`src/hdl/ple_pkg.sv`:
```
// ple_pkg: shared types, codes and defaults for the positional list engine
// no dependencies; used by ple_ctrl, ple_dp and positional_list_engine
`default_nettype none

package ple_pkg;

  parameter int unsigned DefCapacity  = 16;
  parameter int unsigned DefDataWidth = 32;

  typedef enum logic [2:0] {
    REQ_INS_HEAD = 3'd0,
    REQ_INS_TAIL = 3'd1,
    REQ_INS_POS  = 3'd2,
    REQ_REM_HEAD = 3'd3,
    REQ_REM_TAIL = 3'd4,
    REQ_REM_POS  = 3'd5
  } req_type_e;

  typedef enum logic [1:0] {
    ST_OK          = 2'd0,
    ST_RANGE       = 2'd1,
    ST_REMOVE_FAIL = 2'd2,
    ST_FULL        = 2'd3
  } status_e;

  typedef enum logic [1:0] {
    OP_NOP = 2'd0,
    OP_INS = 2'd1,
    OP_REM = 2'd2
  } op_e;

  typedef enum logic [1:0] {
    RD_IDX  = 2'd0,
    RD_PREV = 2'd1,
    RD_NEXT = 2'd2
  } rd_sel_e;

  typedef enum logic [2:0] {
    S_IDLE    = 3'd0,
    S_INS_CHK = 3'd1,
    S_INS_WR  = 3'd2,
    S_REM_RD  = 3'd3,
    S_REM_CAP = 3'd4,
    S_REM_CHK = 3'd5,
    S_REM_WR  = 3'd6,
    S_DONE    = 3'd7
  } state_e;

  typedef struct packed {
    logic [2:0]  req_type;
    logic [4:0]  position;
    logic [31:0] entry_value;
  } req_t;

  typedef struct packed {
    logic [31:0] removed_value;
    logic [1:0]  status;
    logic [4:0]  entry_count;
  } rsp_t;

  typedef struct packed {
    logic    load;
    logic    rd_en;
    rd_sel_e rd_sel;
    logic    wr_en;
    logic    wr_from_val;
    logic    idx_dec;
    logic    idx_inc;
    logic    cap_removed;
    logic    count_inc;
    logic    count_dec;
    logic    out_load;
  } cmd_t;

  typedef struct packed {
    op_e  dec_op;
    logic more;
  } sts_t;

endpackage

`default_nettype wire

```
`src/hdl/ple_ctrl.sv`:
```
// ple_ctrl: request sequencer and output valid for the positional list engine
// depends on ple_pkg; drives ple_dp through cmd_t, reads sts_t
`default_nettype none

module ple_ctrl (
  input  wire logic          clk_i,
  input  wire logic          rst_ni,
  input  wire logic          in_valid_i,
  output logic               in_ready_o,
  output logic               out_valid_o,
  input  wire logic          out_ready_i,
  input  wire ple_pkg::sts_t sts_i,
  output ple_pkg::cmd_t      cmd_o
);
  import ple_pkg::*;

  state_e state_q, state_d;
  logic   out_valid_q, out_valid_d;

  always_ff @(posedge clk_i or negedge rst_ni) begin
    if (!rst_ni) begin
      state_q     <= S_IDLE;
      out_valid_q <= 1'b0;
    end else begin
      state_q     <= state_d;
      out_valid_q <= out_valid_d;
    end
  end

  always_comb begin
    state_d     = state_q;
    out_valid_d = out_valid_q;
    cmd_o       = '0;
    cmd_o.rd_sel = RD_IDX;
    if (out_valid_q && out_ready_i) begin
      out_valid_d = 1'b0;
    end
    case (state_q)
      S_IDLE: begin
        if (in_valid_i) begin
          cmd_o.load = 1'b1;
          case (sts_i.dec_op)
            OP_INS:  state_d = S_INS_CHK;
            OP_REM:  state_d = S_REM_RD;
            default: state_d = S_DONE;
          endcase
        end
      end
      S_INS_CHK: begin
        if (sts_i.more) begin
          cmd_o.rd_en  = 1'b1;
          cmd_o.rd_sel = RD_PREV;
          state_d      = S_INS_WR;
        end else begin
          cmd_o.wr_en       = 1'b1;
          cmd_o.wr_from_val = 1'b1;
          cmd_o.count_inc   = 1'b1;
          state_d           = S_DONE;
        end
      end
      S_INS_WR: begin
        cmd_o.wr_en   = 1'b1;
        cmd_o.idx_dec = 1'b1;
        state_d       = S_INS_CHK;
      end
      S_REM_RD: begin
        cmd_o.rd_en = 1'b1;
        state_d     = S_REM_CAP;
      end
      S_REM_CAP: begin
        cmd_o.cap_removed = 1'b1;
        state_d           = S_REM_CHK;
      end
      S_REM_CHK: begin
        if (sts_i.more) begin
          cmd_o.rd_en  = 1'b1;
          cmd_o.rd_sel = RD_NEXT;
          state_d      = S_REM_WR;
        end else begin
          cmd_o.count_dec = 1'b1;
          state_d         = S_DONE;
        end
      end
      S_REM_WR: begin
        cmd_o.wr_en   = 1'b1;
        cmd_o.idx_inc = 1'b1;
        state_d       = S_REM_CHK;
      end
      S_DONE: begin
        if (!out_valid_q || out_ready_i) begin
          cmd_o.out_load = 1'b1;
          out_valid_d    = 1'b1;
          state_d        = S_IDLE;
        end
      end
      default: state_d = S_IDLE;
    endcase
  end

  assign in_ready_o  = (state_q == S_IDLE);
  assign out_valid_o = out_valid_q;

  a_accept_leaves_idle: assert property (@(posedge clk_i) disable iff (!rst_ni)
    (in_valid_i && in_ready_o) |=> (state_q != S_IDLE))
    else $error("accepted request did not start work");

  a_no_overwrite: assert property (@(posedge clk_i) disable iff (!rst_ni)
    cmd_o.out_load |-> (!out_valid_q || out_ready_i))
    else $error("result register overwritten before transfer");

  a_load_gives_valid: assert property (@(posedge clk_i) disable iff (!rst_ni)
    cmd_o.out_load |=> out_valid_q)
    else $error("loaded result not presented");

endmodule

`default_nettype wire

```
`src/hdl/ple_dp.sv`:
```
// ple_dp: request decode, entry memory, index and count registers, result register
// depends on ple_pkg; controlled by ple_ctrl through cmd_t
`default_nettype none

module ple_dp #(
  parameter int unsigned CAPACITY   = ple_pkg::DefCapacity,
  parameter int unsigned DATA_WIDTH = ple_pkg::DefDataWidth
) (
  input  wire logic          clk_i,
  input  wire logic          rst_ni,
  input  wire ple_pkg::req_t in_req_i,
  input  wire ple_pkg::cmd_t cmd_i,
  output ple_pkg::sts_t      sts_o,
  output ple_pkg::rsp_t      rsp_o
);
  import ple_pkg::*;

  localparam int unsigned CW = $clog2(CAPACITY + 1);
  localparam int unsigned AW = $clog2(CAPACITY);
  localparam int unsigned W  = (CW > 5) ? CW : 5;

  logic [DATA_WIDTH-1:0] mem [CAPACITY];
  logic [DATA_WIDTH-1:0] rdata_q, val_q, removed_q, wdata;
  logic [CW-1:0]         count_q, idx_q, at_q, idx_d, rd_idx;
  op_e                   op_q, dec_op;
  status_e               status_q, dec_status;
  logic [W-1:0]          pos_w, cnt_w, at_w;
  logic [63:0]           val_ext, rem_ext, cnt_ext;
  rsp_t                  rsp_q;

  // request decode against the current count
  always_comb begin
    pos_w      = W'(in_req_i.position);
    cnt_w      = W'(count_q);
    at_w       = '0;
    dec_op     = OP_NOP;
    dec_status = ST_OK;
    case (req_type_e'(in_req_i.req_type))
      REQ_INS_HEAD, REQ_INS_TAIL, REQ_INS_POS: begin
        if (in_req_i.req_type == REQ_INS_TAIL) begin
          at_w = cnt_w;
        end else if (in_req_i.req_type == REQ_INS_POS) begin
          at_w = pos_w;
        end
        if (at_w > cnt_w) begin
          dec_status = ST_RANGE;
        end else if (count_q == CW'(CAPACITY)) begin
          dec_status = ST_FULL;
        end else begin
          dec_op = OP_INS;
        end
      end
      REQ_REM_HEAD, REQ_REM_TAIL, REQ_REM_POS: begin
        if (in_req_i.req_type == REQ_REM_TAIL) begin
          at_w = cnt_w - W'(1);
        end else if (in_req_i.req_type == REQ_REM_POS) begin
          at_w = pos_w;
        end
        if ((count_q == '0) || (at_w >= cnt_w)) begin
          dec_status = ST_REMOVE_FAIL;
        end else begin
          dec_op = OP_REM;
        end
      end
      default: begin
        dec_op     = OP_NOP;
        dec_status = ST_OK;
      end
    endcase
  end

  assign sts_o.dec_op = dec_op;
  assign sts_o.more   = (op_q == OP_INS) ? (idx_q > at_q)
                                         : ((idx_q + CW'(1)) < count_q);

  always_comb begin
    idx_d = idx_q;
    if (cmd_i.load) begin
      idx_d = (dec_op == OP_INS) ? count_q : at_w[CW-1:0];
    end else if (cmd_i.idx_dec) begin
      idx_d = idx_q - CW'(1);
    end else if (cmd_i.idx_inc) begin
      idx_d = idx_q + CW'(1);
    end
  end

  always_ff @(posedge clk_i or negedge rst_ni) begin
    if (!rst_ni) begin
      count_q  <= '0;
      op_q     <= OP_NOP;
      idx_q    <= '0;
      at_q     <= '0;
      status_q <= ST_OK;
    end else begin
      idx_q <= idx_d;
      if (cmd_i.load) begin
        op_q     <= dec_op;
        at_q     <= at_w[CW-1:0];
        status_q <= dec_status;
      end
      if (cmd_i.count_inc) begin
        count_q <= count_q + CW'(1);
      end else if (cmd_i.count_dec) begin
        count_q <= count_q - CW'(1);
      end
    end
  end

  assign val_ext = 64'(in_req_i.entry_value);

  always_ff @(posedge clk_i) begin
    if (cmd_i.load) begin
      val_q     <= val_ext[DATA_WIDTH-1:0];
      removed_q <= '0;
    end else if (cmd_i.cap_removed) begin
      removed_q <= rdata_q;
    end
  end

  // entry memory, one write and one registered read per cycle
  always_comb begin
    case (cmd_i.rd_sel)
      RD_PREV: rd_idx = idx_q - CW'(1);
      RD_NEXT: rd_idx = idx_q + CW'(1);
      default: rd_idx = idx_q;
    endcase
  end

  assign wdata = cmd_i.wr_from_val ? val_q : rdata_q;

  always_ff @(posedge clk_i) begin
    if (cmd_i.wr_en) begin
      mem[idx_q[AW-1:0]] <= wdata;
    end
    if (cmd_i.rd_en) begin
      rdata_q <= mem[rd_idx[AW-1:0]];
    end
  end

  assign rem_ext = 64'(removed_q);
  assign cnt_ext = 64'(count_q);

  always_ff @(posedge clk_i) begin
    if (cmd_i.out_load) begin
      rsp_q.removed_value <= rem_ext[31:0];
      rsp_q.status        <= status_q;
      rsp_q.entry_count   <= cnt_ext[4:0];
    end
  end

  assign rsp_o = rsp_q;

  a_count_bound: assert property (@(posedge clk_i) disable iff (!rst_ni)
    count_q <= CW'(CAPACITY))
    else $error("entry count beyond capacity");

  a_write_in_range: assert property (@(posedge clk_i) disable iff (!rst_ni)
    cmd_i.wr_en |-> (idx_q < CW'(CAPACITY)))
    else $error("memory write outside the list");

  a_insert_grows: assert property (@(posedge clk_i) disable iff (!rst_ni)
    cmd_i.count_inc |=> (count_q == $past(count_q) + CW'(1)))
    else $error("insert did not grow the count");

endmodule

`default_nettype wire

```
`src/hdl/positional_list_engine.sv`:
```
// positional_list_engine: bounded ordered list of handles, top level
// depends on ple_pkg, ple_ctrl and ple_dp
//
//   channel  direction  handshake                payload
//   in       input      in_valid_i / in_ready_o   in_req_i  (ple_pkg::req_t)
//   out      output     out_valid_o / out_ready_i out_rsp_o (ple_pkg::rsp_t)
//
// one request at a time; a memory shift moves one entry with a read step then a write step
// insert at position p shifts entries p to count - 1 up by one place, remove at p
// shifts the entries above p down by one place; refused or unused requests shift nothing
// reset empties the list at once; entries are not cleared
// a result waiting in the output register stalls only the completion step
`default_nettype none

module positional_list_engine #(
  parameter int unsigned CAPACITY   = ple_pkg::DefCapacity,
  parameter int unsigned DATA_WIDTH = ple_pkg::DefDataWidth
) (
  input  wire logic          clk_i,
  input  wire logic          rst_ni,
  input  wire logic          in_valid_i,
  output logic               in_ready_o,
  input  wire ple_pkg::req_t in_req_i,
  output logic               out_valid_o,
  input  wire logic          out_ready_i,
  output ple_pkg::rsp_t      out_rsp_o
);
  import ple_pkg::*;

  cmd_t cmd;
  sts_t sts;

  ple_ctrl u_ctrl (
    .clk_i       (clk_i),
    .rst_ni      (rst_ni),
    .in_valid_i  (in_valid_i),
    .in_ready_o  (in_ready_o),
    .out_valid_o (out_valid_o),
    .out_ready_i (out_ready_i),
    .sts_i       (sts),
    .cmd_o       (cmd)
  );

  ple_dp #(
    .CAPACITY   (CAPACITY),
    .DATA_WIDTH (DATA_WIDTH)
  ) u_dp (
    .clk_i    (clk_i),
    .rst_ni   (rst_ni),
    .in_req_i (in_req_i),
    .cmd_i    (cmd),
    .sts_o    (sts),
    .rsp_o    (out_rsp_o)
  );

endmodule

`default_nettype wire

```
`config.mk`:
```
export PLATFORM = sky130hd
export DESIGN_NAME = positional_list_engine
export DESIGN_NICKNAME = d
export VERILOG_FILES = /design/src/hdl/ple_pkg.sv /design/src/hdl/ple_ctrl.sv /design/src/hdl/ple_dp.sv /design/src/hdl/positional_list_engine.sv
export SDC_FILE = /design/constraint.sdc
export NUM_CORES = 1
export LEC_CHECK = 0
export BUFFER_PORTS_ARGS = -buffer_cell sky130_fd_sc_hd__buf_2
export CORE_MARGIN = 1.5
export CORE_UTILIZATION = 39
export CTS_BUF_LIST = sky130_fd_sc_hd__clkbuf_4 sky130_fd_sc_hd__clkbuf_8 sky130_fd_sc_hd__clkbuf_16
export DETAILED_ROUTE_END_ITERATION = 10
export PLACE_DENSITY = 0.6
export SLEW_MARGIN = 20
export SYNTH_ARGS = -nofsm -noshare
export SYNTH_HDL_FRONTEND = slang
export SYNTH_SLANG_ARGS = --single-unit
export TNS_END_PERCENT = 30
```
`constraint.sdc`:
```
create_clock -name clk_i -period 5.06 [get_ports clk_i]
set_clock_uncertainty 0.1 [all_clocks]
set_input_delay 1.518 -clock clk_i [delete_from_list [all_inputs] [get_ports clk_i]]
set_output_delay 1.518 -clock clk_i [all_outputs]
set_load 0.01 [all_outputs]
```
After elaboration in Yosys (flattened, before gate mapping). Memories as Yosys holds them, arrays and structs flattened. A register that Yosys moved wholly into a read port is not among the register bits. Cells that the tools add are included.

Flip-flop bits (word level): 126. RAM bits: 512. Output and inout port bits: 41. Word-level logic and storage cells: 107. Memories: 1.

Memories: u_dp.mem (words 16, bits a word 32, rd ports 1, clocked after Yosys merged registers in 1, write ports 1, RTL line ple_dp.sv:22) `logic [DATA_WIDTH-1:0] mem [CAPACITY];`.

Add/subtract/negate cells: 4. Magnitude comparators: 4. Equal/unequal tests: 20. Mux-type cells: 52. Reduce and logical (&&, ||, !) cells: 14.

Operator list (count): 5-bit 2-to-1 mux (12); 32-bit 2-to-1 mux (1); 3-bit one-hot mux with 7 select lines (1); 1-bit 2-to-1 mux (19); 3-bit equality test (second input constant) (6); 3-bit 2-to-1 mux (5); 3-bit by 2-bit equality test with 1-bit output (second input constant) (4); 2-bit 2-to-1 mux (6); 2-bit one-hot mux with 2 select lines (3); 5-bit by 1-bit adder with 5-bit output (second input constant) (2); 5-bit > comparator (2); 5-bit one-hot mux with 2 select lines (1); 5-bit by 1-bit subtractor with 5-bit output (second input constant) (2); 4-bit one-hot mux with 2 select lines (1); 2-bit by 1-bit equality test with 1-bit output (second input constant) (3); 3-bit by 1-bit equality test with 1-bit output (second input constant) (2); 3-bit zero test (2); 3-bit one-hot mux with 2 select lines (1); 3-bit OR reduction (2); 5-bit equality test (second input constant) (1); 5-bit >= comparator (1); 5-bit zero test (1); 5-bit < comparator (1); 2-bit equality test (second input constant) (2); other kinds (11) (13).

Logic depth before layout (Yosys ltp). Gate-level depths: netlist (run 1).

Depth after elaboration: 12. Depth in mapped cells: 18. Depth with buffers taken out: 16.

Hierarchy. A second synthesis (run 1) with hierarchy kept.

Cell total of the unflattened synthesis: 1322. Area, all modules: 26188.9 um^2.

By module, submodules not included: ple_dp (times used 1, cells an instance 1276, area each 25843.5 um^2, seq. area each 19583.8 um^2); ple_ctrl (times used 1, cells an instance 46, area each 345.3 um^2, seq. area each 100.1 um^2).

Least setup slack after synthesis (run 1). OpenSTA, ideal clock, no wires.

Path type: input port to flip-flop. From: input port in_req_i[39] in the netlist's numbering. To: register u_dp.idx_q[1]. Library setup time: 139 ps. Data arrival time: 3882 ps. Path slack: 938 ps. Stages on the path: 14. Path buffers: 2. Cells stage by stage: clkbuf_1 > nand2_1 > nor2_1 > inv_1 > ha_1 > nand2b_1 > a21o_1 > a21o_1 > a31oi_1 > nand2_1 > ha_1 > clkbuf_1 > o311ai_0 > o21ai_0.

Word-level cells in the longest chain between the ends: 11. Elaborated cells on any way between the ends: 24. Classes of those cells: 2 x order compare; 6 x eq/ne; 12 x mux; 4 x reduce/logical.

RTL lines: start: declaration (RTL line positional_list_engine.sv:23) `input wire ple_pkg::req_t in_req_i,`; 3-bit equality test (RTL line ple_dp.sv:38, ple_dp.sv:56); 5-bit 2-to-1 mux (RTL line ple_dp.sv:56) `end else if (in_req_i.req_type == REQ_REM_POS) begin`; 5-bit 2-to-1 mux (RTL line ple_dp.sv:54) `if (in_req_i.req_type == REQ_REM_TAIL) begin`; 5-bit 2-to-1 mux (RTL line ple_dp.sv:38) `case (req_type_e'(in_req_i.req_type))`; 5-bit >= comparator (RTL line ple_dp.sv:59) `if ((count_q == '0) || (at_w >= cnt_w)) begin`; 1-bit logical OR (RTL line ple_dp.sv:59); 2-bit 2-to-1 mux (RTL line ple_dp.sv:59); 2-bit one-hot mux with 2 select lines (RTL line ple_dp.sv:38); 2-bit by 1-bit equality test with 1-bit output (RTL line ple_dp.sv:79) `idx_d = (dec_op == OP_INS) ? count_q : at_w[CW-1:0];`; 5-bit 2-to-1 mux * (RTL line ple_dp.sv:79); 5-bit 2-to-1 mux * (RTL line ple_dp.sv:78) `if (cmd_i.load) begin`; end signal: assignment (RTL line ple_dp.sv:95) `idx_q <= idx_d;`; end: declaration (RTL line ple_dp.sv:24) `logic [CW-1:0] count_q, idx_q, at_q, idx_d, rd_idx;`.

Mark *: on every way between the ends. The rest lies on a longest branch, timed or not. The select of a mux whose other input is x is not followed. A chain may end at the register's enable or synchronous reset.

Final worst setup path (run 1).
From: register u_dp.idx_q[1]. To: register u_dp.rdata_q[16], read port of u_dp.mem, data pin.

Word-level cells in the longest chain between the ends: 7. Elaborated cells on any way between the ends: 12. Classes of those cells: 2 x add/sub; 2 x order compare; 2 x eq/ne; 6 x mux.

RTL lines: 5-bit by 1-bit adder with 5-bit output (RTL line ple_dp.sv:74) `: ((idx_q + CW'(1)) < count_q);`; 5-bit < comparator (RTL line ple_dp.sv:74); 1-bit 2-to-1 mux (RTL line ple_dp.sv:73) `assign sts_o.more = (op_q == OP_INS) ? (idx_q > at_q)`; 3-bit 2-to-1 mux, on equally long branches (RTL line ple_ctrl.sv:50, ple_ctrl.sv:75); 2-bit one-hot mux with 2 select lines (RTL line ple_ctrl.sv:38) `case (state_q)`; 2-bit equality test / 2-bit by 1-bit equality test with 1-bit output (equally long branches) (RTL line ple_dp.sv:122) `case (cmd_i.rd_sel)`; 4-bit one-hot mux with 2 select lines (RTL line ple_dp.sv:122); end: declaration (RTL line ple_dp.sv:23) `logic [DATA_WIDTH-1:0] rdata_q, val_q, removed_q, wdata;`.

Several ways; a longest one is shown, not always the timed one.

==> key figures, run 1 <==
Critical path
  • R2R Setup Slk: 0.36 ns
  • CP max stage delay: approximately 0.62 ns
  • CP max FO: 36
  • Critical Path, Cell by Cell: buf_4 > inv_1 > ha_1 > ha_1 > a211oi_1 > o21ai_0 > nand2_1 > nand3_1 > ha_1 > nand2_1 > o21ai_4 > buf_4 > buf_12 > mux2_2 > o211ai_1 > nand4_1
  • Crit path DAT: roughly 4.9 ns
  • Endpoint type of the worst setup path: flip-flop
  • WS Path Type: flip-flop to flip-flop
  • Crit path launch type: flip-flop
  • Reg2Reg Depth: 16
  • Worst path slowest cell: ha_1
  • Crit path capture: u_dp.rdata_q[16]
  • Worst setup path startpoint: u_dp.idx_q[1]
  • WP data required: 5.29 ns
  • CP dominant cell by count: ha_1
  • Crit Reg-Reg Endpoint: u_dp.rdata_q[16]
  • Reg2Reg Launch Point: u_dp.idx_q[1]

Detailed routing
  • DRT iter0 DRCs: 1058
  • DR WL/cell: 22.0 microns
  • Detailed-route via count: roughly 15000
  • Drt total wl: 62.0 mm
  • Total iterations of the first detailed-routing run: 5
  • Avg Vias per Cell: between 5 and 6
  • Antenna viol nets, final: 0
  • Residual DRC count: 0

Die
  • Initial Utilization: about two fifths
  • Rows: 96
  • Die area: a little over 70000 sq um
  • I/O pin cnt: 85
  • Die Wd: around 270 microns
  • Die height: about 270 microns
  • Core area: slightly below 70000 sq um

Timing
  • Slew @ Worst Pin: 0.935 ns
  • Pins over their slew limit: 0
  • Final TNS setup: 0 ns
  • Slew margin rel.: 37.7%
  • Final setup vio count: 0
  • Max Fclk: 213 MHz
  • Tmin final: 4.70 ns
  • Hold Vio Cnt, Final: 0
  • Final period utilization: 92.8%
  • RSZ-0062 raised after global routing: no

Power
  • Maximum vdd drop: 510 uV
  • Leakage: 10.6 nW
  • Comb pwr share: a little under two fifths
  • Int Pwr: between 10 and 15 mW
  • Pwr/cell area: 683 nW/um^2
  • Clock power share: 23.9%
  • Net Switching: 7.45 mW
  • Sequential power share: 38.8%
  • Sw Ratio: 34.9%

Layout
  • Commonest non-fill, non-tap cell in the layout: edfxtp_1
  • Ant diodes: 0
  • Area grow syn2layout: 15.2%
  • Register area: 19700 sq um
  • Share of layout cells above drive strength 1: 23.8%
  • Nets: 1911
  • Final core occ: 45.5%
  • Most frequent cells in the layout: edfxtp_1 (615), nand2_1 (217), mux2_2 (162), mux2i_1 (132), o211ai_1 (128)
  • Fill cell count: a little over 6000
  • Multi-input logic area: 6990 sq um
  • Final Cell Area: 31300 sq um

Yosys
  • Main combinational cell family by area after synthesis: multiplexers
  • Syn_area_per_cell: 15.7 sq um
  • EDFF count, synth: 615
  • Post-synthesis mux area share: 11.6%
  • Post-Syn Nets: ~1800
  • Distinct cell type count after synthesis: 55
  • Asr flop ratio synth: 3.43%
  • Synth Area in Adders: 1.38%
  • #FFs+latches synth: 670
  • Mapped cell area: 27100 sq um
  • Post-synthesis cell count: roughly 1700
  • Warnings, synthesis: 0
  • Top FF cell, synth: edfxtp_1
  • Synth Area in Compound Gates: 6.20%
  • Simple-gate share of the synthesized area: 5.79%
  • Seq/Total Area, Yosys: 72.6%
  • Post-synthesis xor/xnor area fraction: 0.452%

Place
  • Placed Area: 28900 sq um
  • Gpl congestion: 0.846
  • DP Wirelength: 34.2 mm
  • Buffers on Ports: 84

Clocking
  • Clk root buf: clkbuf_16
  • PostCTS Resize Cnt: 0
  • TritonCTS clock tree: yes
  • Cts bufs inserted: 69
  • Worst skew pair latency: between 0.6 and 0.7 ns
  • Sink Count: 670
  • Longest Clk Path Bufs: 3
  • Reg clk slew, reported paths: 0.06 ns
  • Post-CTS setup buffer count: 0
  • H-tree depth: 3

Job
  • Total of max-cap violations: 0

Hold path
  • HP Class: flip-flop to flip-flop
  • Hold path depth: 0

GRT
  • Number of global-route vias before repair: 14678
  • Largest net degree at the start of global routing: 71
  • GRT Total Usage: roughly 18%
  • Initial antenna violation count: 0
  • Remaining global-route overflow: 0
  • First-pass GRT wire length: 92.6 mm

Status
  • Status: finished, final reports clean
==> repair_timing <==
item,4_1_cts,5_1_grt
endpoints found under the setup margin,0,4
hold buffers,0,0
endpoints found under the hold margin,0,0
==> power by group through the flow <==
stage	clock network, mW	logic (mW)	registers [mW]
after detailed placement	0	8.03	8.40
after global routing	5.44	8.75	8.36
after floorplan	0	5.62	8.28
after global placement	0	7.90	8.38
after CTS	5.21	8.06	8.29
final	5.11	7.96	8.29
==> Yosys cell counts (all sizes together), types with 8 or more instances <==
cell	instances	area, sq um
edfxtp	615	18500
nand2	217	815
mux2	162	1820
mux2i	132	1320
o211ai	131	998
clkbuf	56	210
a21oi	51	255
buf	46	250
nor2	36	150
nand4	33	206
dfxtp	32	641
ha	30	375
o21ai	24	120
dfrtp	23	576
inv	22	82.6
nand3	12	60.1
xnor2	12	105
nor2b	11	68.8
and3	10	62.6
and2	8	50.1
==> worst max-delay path, delay by kind of cell (launching register included) <==
kind            cells  cell delay [ns]
fa+ha+maj           3             1.27
compound gates      4             0.80
simple gates        4             0.66
mux                 1             0.37
flops               1             0.42
buf+inv             4             0.80
==> metrics by stage <==
stage	total power, mW	instances	setup WS (ns)	hold WS (ns)
2_1_floorplan	13.9	1729	0.938	0.308
3_3_place_gp	16.3	2697	0.399	0.314
3_5_place_dp	16.4	2697	0.365	0.315
4_1_cts	21.6	2821	0.315	0.330
5_1_grt	22.6	2821	0.000460	0.337
6_report	21.4	2821	0.362	0.326
==> worst min-delay path by stage <==
stage	start	to
after detailed placement	u_dp.removed_q[23]	u_dp.rsp_o[30]
after global routing	u_dp.removed_q[2]	u_dp.rsp_o[9]
after floorplan	u_dp.removed_q[3]	u_dp.rsp_o[10]
after global placement	u_dp.removed_q[1]	u_dp.rsp_o[8]
final	u_dp.removed_q[31]	u_dp.rsp_o[38]
after CTS	u_dp.removed_q[2]	u_dp.rsp_o[9]
==> final cells by class <==
type | count | area share (%)
inverters | 22 | 0.268
clock buffers | 96 | 6.45
well taps | 931 | 3.73
repair buffers | 139 | 3.27
clock inverters | 28 | 0.925
multi-input cells | 935 | 22.4
flip-flops and latches | 670 | 63.0
==> registers in the layout (all words and copies together), names as in the netlist, 5 cells and up <==
name / count
u_dp.cnt_w: 5
u_dp.removed_q: 32
u_dp.mem: 512
u_dp.val_q: 32
u_dp.idx_q: 5
u_dp.rsp_o: 39
u_dp.at_q: 5
u_dp.rdata_q: 32
==> per-layer routing <==
layer	wire (microns)	track usage, %
met1	27600	23.5
met2	30200	29.0
met3	2910	3.10
met4	1340	5.64
met5	0	0
==> cell families (layout without fill, tap and decap cells) <==
family | Yosys count | count (layout)
mux | 294 | 294
fa+ha+maj | 30 | 30
compound gates | 245 | 245
buf+inv | 124 | 285
simple gates | 352 | 352
xor+xnor | 14 | 14
flops | 670 | 670
Note: power is estimated with default switching activity, not from simulation.
==> run 2, diff against run 1 <==
--- a/config.mk
+++ b/config.mk
@@ -6,7 +6,6 @@
 export NUM_CORES = 1
 export LEC_CHECK = 0
 export BUFFER_PORTS_ARGS = -buffer_cell sky130_fd_sc_hd__buf_2
-export CORE_MARGIN = 1.5
 export CORE_UTILIZATION = 39
 export CTS_BUF_LIST = sky130_fd_sc_hd__clkbuf_4 sky130_fd_sc_hd__clkbuf_8 sky130_fd_sc_hd__clkbuf_16
 export DETAILED_ROUTE_END_ITERATION = 10
@@ -14,5 +13,6 @@
 export SLEW_MARGIN = 20
 export SYNTH_ARGS = -nofsm -noshare
 export SYNTH_HDL_FRONTEND = slang
+export SYNTH_HIERARCHICAL = 1
 export SYNTH_SLANG_ARGS = --single-unit
 export TNS_END_PERCENT = 30
==> run 2 against run 1 <==
  * The flow now finishes with violations (DRC)
  * Core utilization is 0.36 points higher
  * Power is 1.1% lower
  * Die area decreased by 4.1%
  * Non-clock buffer count fell by 7
  * Critical path type unchanged
  * Largest cell class unchanged
  * Largest power group unchanged
==> key figures, run 2 <==
Yosys
  • Asr flop ratio synth: 3.43% (unchanged)
  • Mapped cell area: 26200 sq um (-3.4%)
  • EDFF count, synth: 615 (unchanged)
  • Seq/Total Area, Yosys: 75.2% (+2.6 points)
  • Post-Syn Nets: 1395 (-23%)
  • Warnings, synthesis: 6 (+6)
  • Top FF cell, synth: edfxtp_1
  • Synth area leaders: edfxtp_1 (71%), mux4_2 (11%), dfxtp_1 (2.4%)
  • #FFs+latches synth: 670 (unchanged)
  • Syn_area_per_cell: 19.8 sq um (+26%)
  • Distinct cell type count after synthesis: 53 (-3.6%)
  • Synth cell count leaders: edfxtp_1 (615), mux4_2 (126), nor2_1 (71)
  • Most numerous cell in the Yosys netlist: edfxtp_1
  • Post-synthesis cell count: 1322 (-24%)
  • Yosys top cell area share: 70.5% (+2.4 points)
  • Post-synth top area cell: edfxtp_1

Layout
  • Area grow syn2layout: 15.7%
  • Fill cell count: 5583 (-7.7%)
  • Max FFs per register: 512 (unchanged)
  • Most frequent cells in the layout: edfxtp_1 (615), mux4_2 (126), buf_2 (84), clkbuf_16 (73), nor2_1 (57)
  • Ant diodes: 0 (unchanged)
  • Non-Filler Instances: 2369 (-16%)
  • Nets: 1524 (-20%)
  • Commonest non-fill, non-tap cell in the layout: edfxtp_1
  • Register area: 19700 sq um (unchanged)
  • Multi-input logic area: 6230 sq um (-11%)
  • Share of layout cells above drive strength 1: 29.3% (+5.5 points)

Die
  • I/O pin cnt: 85 (unchanged)
  • Rows: 94 (-2.1%)
  • Die Wd: 261 microns (-2.1%)
  • Core area: 66100 sq um (-3.8%)
  • Die height: 261 microns (-2.1%)
  • Initial Utilization: 39.6% (+0.15 points)
  • Die area: 68200 sq um (-4.1%)

Status
  • Status: finished, violations left
  • Violated checks: DRC

Critical path
  • Crit path launch type: flip-flop
  • R2R Setup Slk: 0.34 ns (-0.03 ns)
  • Endpoint type of the worst setup path: flip-flop
  • Crit path DAT: 4.97 ns (+0.05 ns)
  • WS Path Type: flip-flop to flip-flop
  • Reg2Reg Launch Point: u_dp/idx_q[1]
  • WP data required: 5.30 ns (about the same)
  • Reg2Reg Depth: 19 (+3)
  • Worst setup path startpoint: u_dp/idx_q[1]
  • CP max FO: 32 (-11%)
  • Crit Reg-Reg Endpoint: u_dp/rdata_q[20]

Detailed routing
  • Residual DRC count: 5 (+5)
  • Antenna viol nets, final: 0 (unchanged)
  • Detailed-route via count: 12767 (-14%)
  • Drt total wl: 56.5 mm (-8.8%)
  • Avg Vias per Cell: 5.39 (+2.9%)
  • DR WL/cell: 23.9 microns (+8.6%)
  • Total iterations of the first detailed-routing run: 10 (+5)
  • DRT iter0 DRCs: 1215 (+15%)

Power
  • Pwr/cell area: 697 nW/um^2 (+2.0%)
  • Maximum vdd drop: 804 uV (+58%)
  • Comb pwr share: 36.9% (-0.4 points)
  • Clock power share: 23.5% (-0.4 points)
  • Sequential power share: 39.6% (+0.8 points)
  • Net Switching: 6.76 mW (-9.3%)
  • Int Pwr: 14.4 mW (+3.3%)
  • Leakage: 10.0 nW (-5.4%)
  • Sw Ratio: 32.0% (-2.9 points)

Clocking
  • TritonCTS clock tree: yes
  • Clk root buf: clkbuf_16
  • CTS Hold Buffers Added: 0 (unchanged)
  • Longest Clk Path Bufs: 3 (unchanged)
  • H-tree depth: 3 (unchanged)
  • Worst skew pair latency: 0.61 ns (about the same)
  • Cts bufs inserted: 69 (unchanged)
  • Reg clk slew, reported paths: 0.06 ns (about the same)
  • Sink Count: 670 (unchanged)

Timing
  • Slew margin rel.: 29.0% (-8.7 points)
  • Final setup vio count: 0 (unchanged)
  • Final period utilization: 93.4% (+0.52 points)
  • Hold Vio Cnt, Final: 0 (unchanged)
  • Max Fclk: 212 MHz (-0.56%)
  • Setup ws final: 0.336 ns (-0.0262 ns)
  • Pins over their slew limit: 0 (unchanged)
  • Fin Hold WS: 0.331 ns (+0.00477 ns)
  • Tmin final: 4.72 ns (+0.0262 ns)
  • Slew @ Worst Pin: 1.06 ns (+0.128 ns)

Place
  • Buffers on Ports: 84 (unchanged)
  • DP Wirelength: 30.9 mm (-9.6%)
  • Dpl cells: 2244 (-17%)
  • Gpl congestion: 0.801 (-5.3%)
  • Place WS: 0.196 ns (-0.170 ns)

Job
  • Total of max-cap violations: 0 (unchanged)

GRT
  • First-pass GRT wire length: 85.4 mm (-7.7%)
  • Initial antenna violation count: 0 (unchanged)
  • GRT Total Usage: 17.0% (-0.52 points)
  • Number of global-route vias before repair: 13306 (-9.3%)
  • Remaining global-route overflow: 0 (unchanged)
  • Largest net degree at the start of global routing: 62 (-13%)

Hold path
  • Hold path depth: 0 (unchanged)
  • HP Class: flip-flop to flip-flop
  • Source of the worst hold timing path: u_dp/removed_q[21]
  • End of the worst hold path: u_dp/rsp_o[28]
==> run 2: what timing repair did <==
| action | in CTS | in global routing |
|---|---|---|
| setup endpoints to repair | 0 | 31 |
| resized for setup | 0 | 4 |
| buffers inserted | 0 | 0 |
==> run 2: worst max-delay path, cell delays in order, from the launching register on <==
cell and delay (ns):
dfrtp_1 0.40, buf_4 0.17, ha_1 0.27, xor2_1 0.18, ha_1 0.28, a21oi_1 0.13, nor2b_1 0.05, o21ai_0 0.15
a32o_1 0.22, nand2_1 0.09, nor3_1 0.24, inv_1 0.13, ha_4 0.36, nor3_2 0.08, a21oi_4 0.14, buf_12 0.15
buf_12 0.25, mux4_2 0.54, a22o_1 0.24, a221o_1 0.27
==> run 2: cells by family after synthesis <==
family | count (synthesis) | synth area share (%)
xor+xnor | 14 | 0.468
compound gates | 140 | 4.15
simple gates | 166 | 3.01
buf+inv | 97 | 1.76
flops | 670 | 75.2
fa+ha+maj | 29 | 1.39
mux | 206 | 14.1
==> run 2: area by class of cell <==
type / instances / share of cell area, %
well taps: 864 / 3.57
inverters: 23 / 0.285
clock inverters: 25 / 0.570
multi-input cells: 555 / 20.6
clock buffers: 100 / 6.80
flip-flops and latches: 670 / 65.0
repair buffers: 132 / 3.25
==> run 2: power groups by stage <==
| stage | combinational, mW | clock, mW | sequential (mW) |
|---|---|---|---|
| 2_1_floorplan | 5.59 | 0 | 8.37 |
| 3_3_place_gp | 7.74 | 0 | 8.45 |
| 3_5_place_dp | 7.89 | 0 | 8.47 |
| 4_1_cts | 7.91 | 5.08 | 8.37 |
| 5_1_grt | 8.50 | 5.28 | 8.44 |
| 6_report | 7.80 | 4.96 | 8.35 |
==> run 2: metrics by stage <==
stage	utilization (%)	total power [mW]	TNS [ns]	instance area, sq um
after floorplan	-	14.0	-9.62	26200
after global placement	42.4	16.2	0	28000
after detailed placement	42.4	16.4	0	28000
after CTS	45.8	21.4	0	30300
after global routing	45.8	22.2	-0.0167	30300
final	45.8	21.1	0	30300
==> run 2: worst max-delay path by stage <==
stage / end / slack, ns / depth (start not counted)
6_report: u_dp/rdata_q[20] / 0.34 / 19
2_1_floorplan: u_dp/mem[0][0] / -0.15 / 12
5_1_grt: u_dp/rdata_q[13] / -0.01 / 20
3_5_place_dp: u_dp/rdata_q[15] / 0.20 / 19
3_3_place_gp: u_dp/rdata_q[18] / 0.21 / 19
4_1_cts: u_dp/rdata_q[14] / 0.15 / 19
==> run 2: metal layers <==
| metal | share of wire [%] | up-vias | GRT usage (%) |
|---|---|---|---|
| met2 | 51 | 291 | 29.2 |
| li1 | - | 5650 | - |
| met5 | 0 | - | 0 |
| met3 | 4.9 | 77 | 2.77 |
| met4 | 1.8 | 0 | 4.93 |
| met1 | 42 | 6749 | 22.4 |
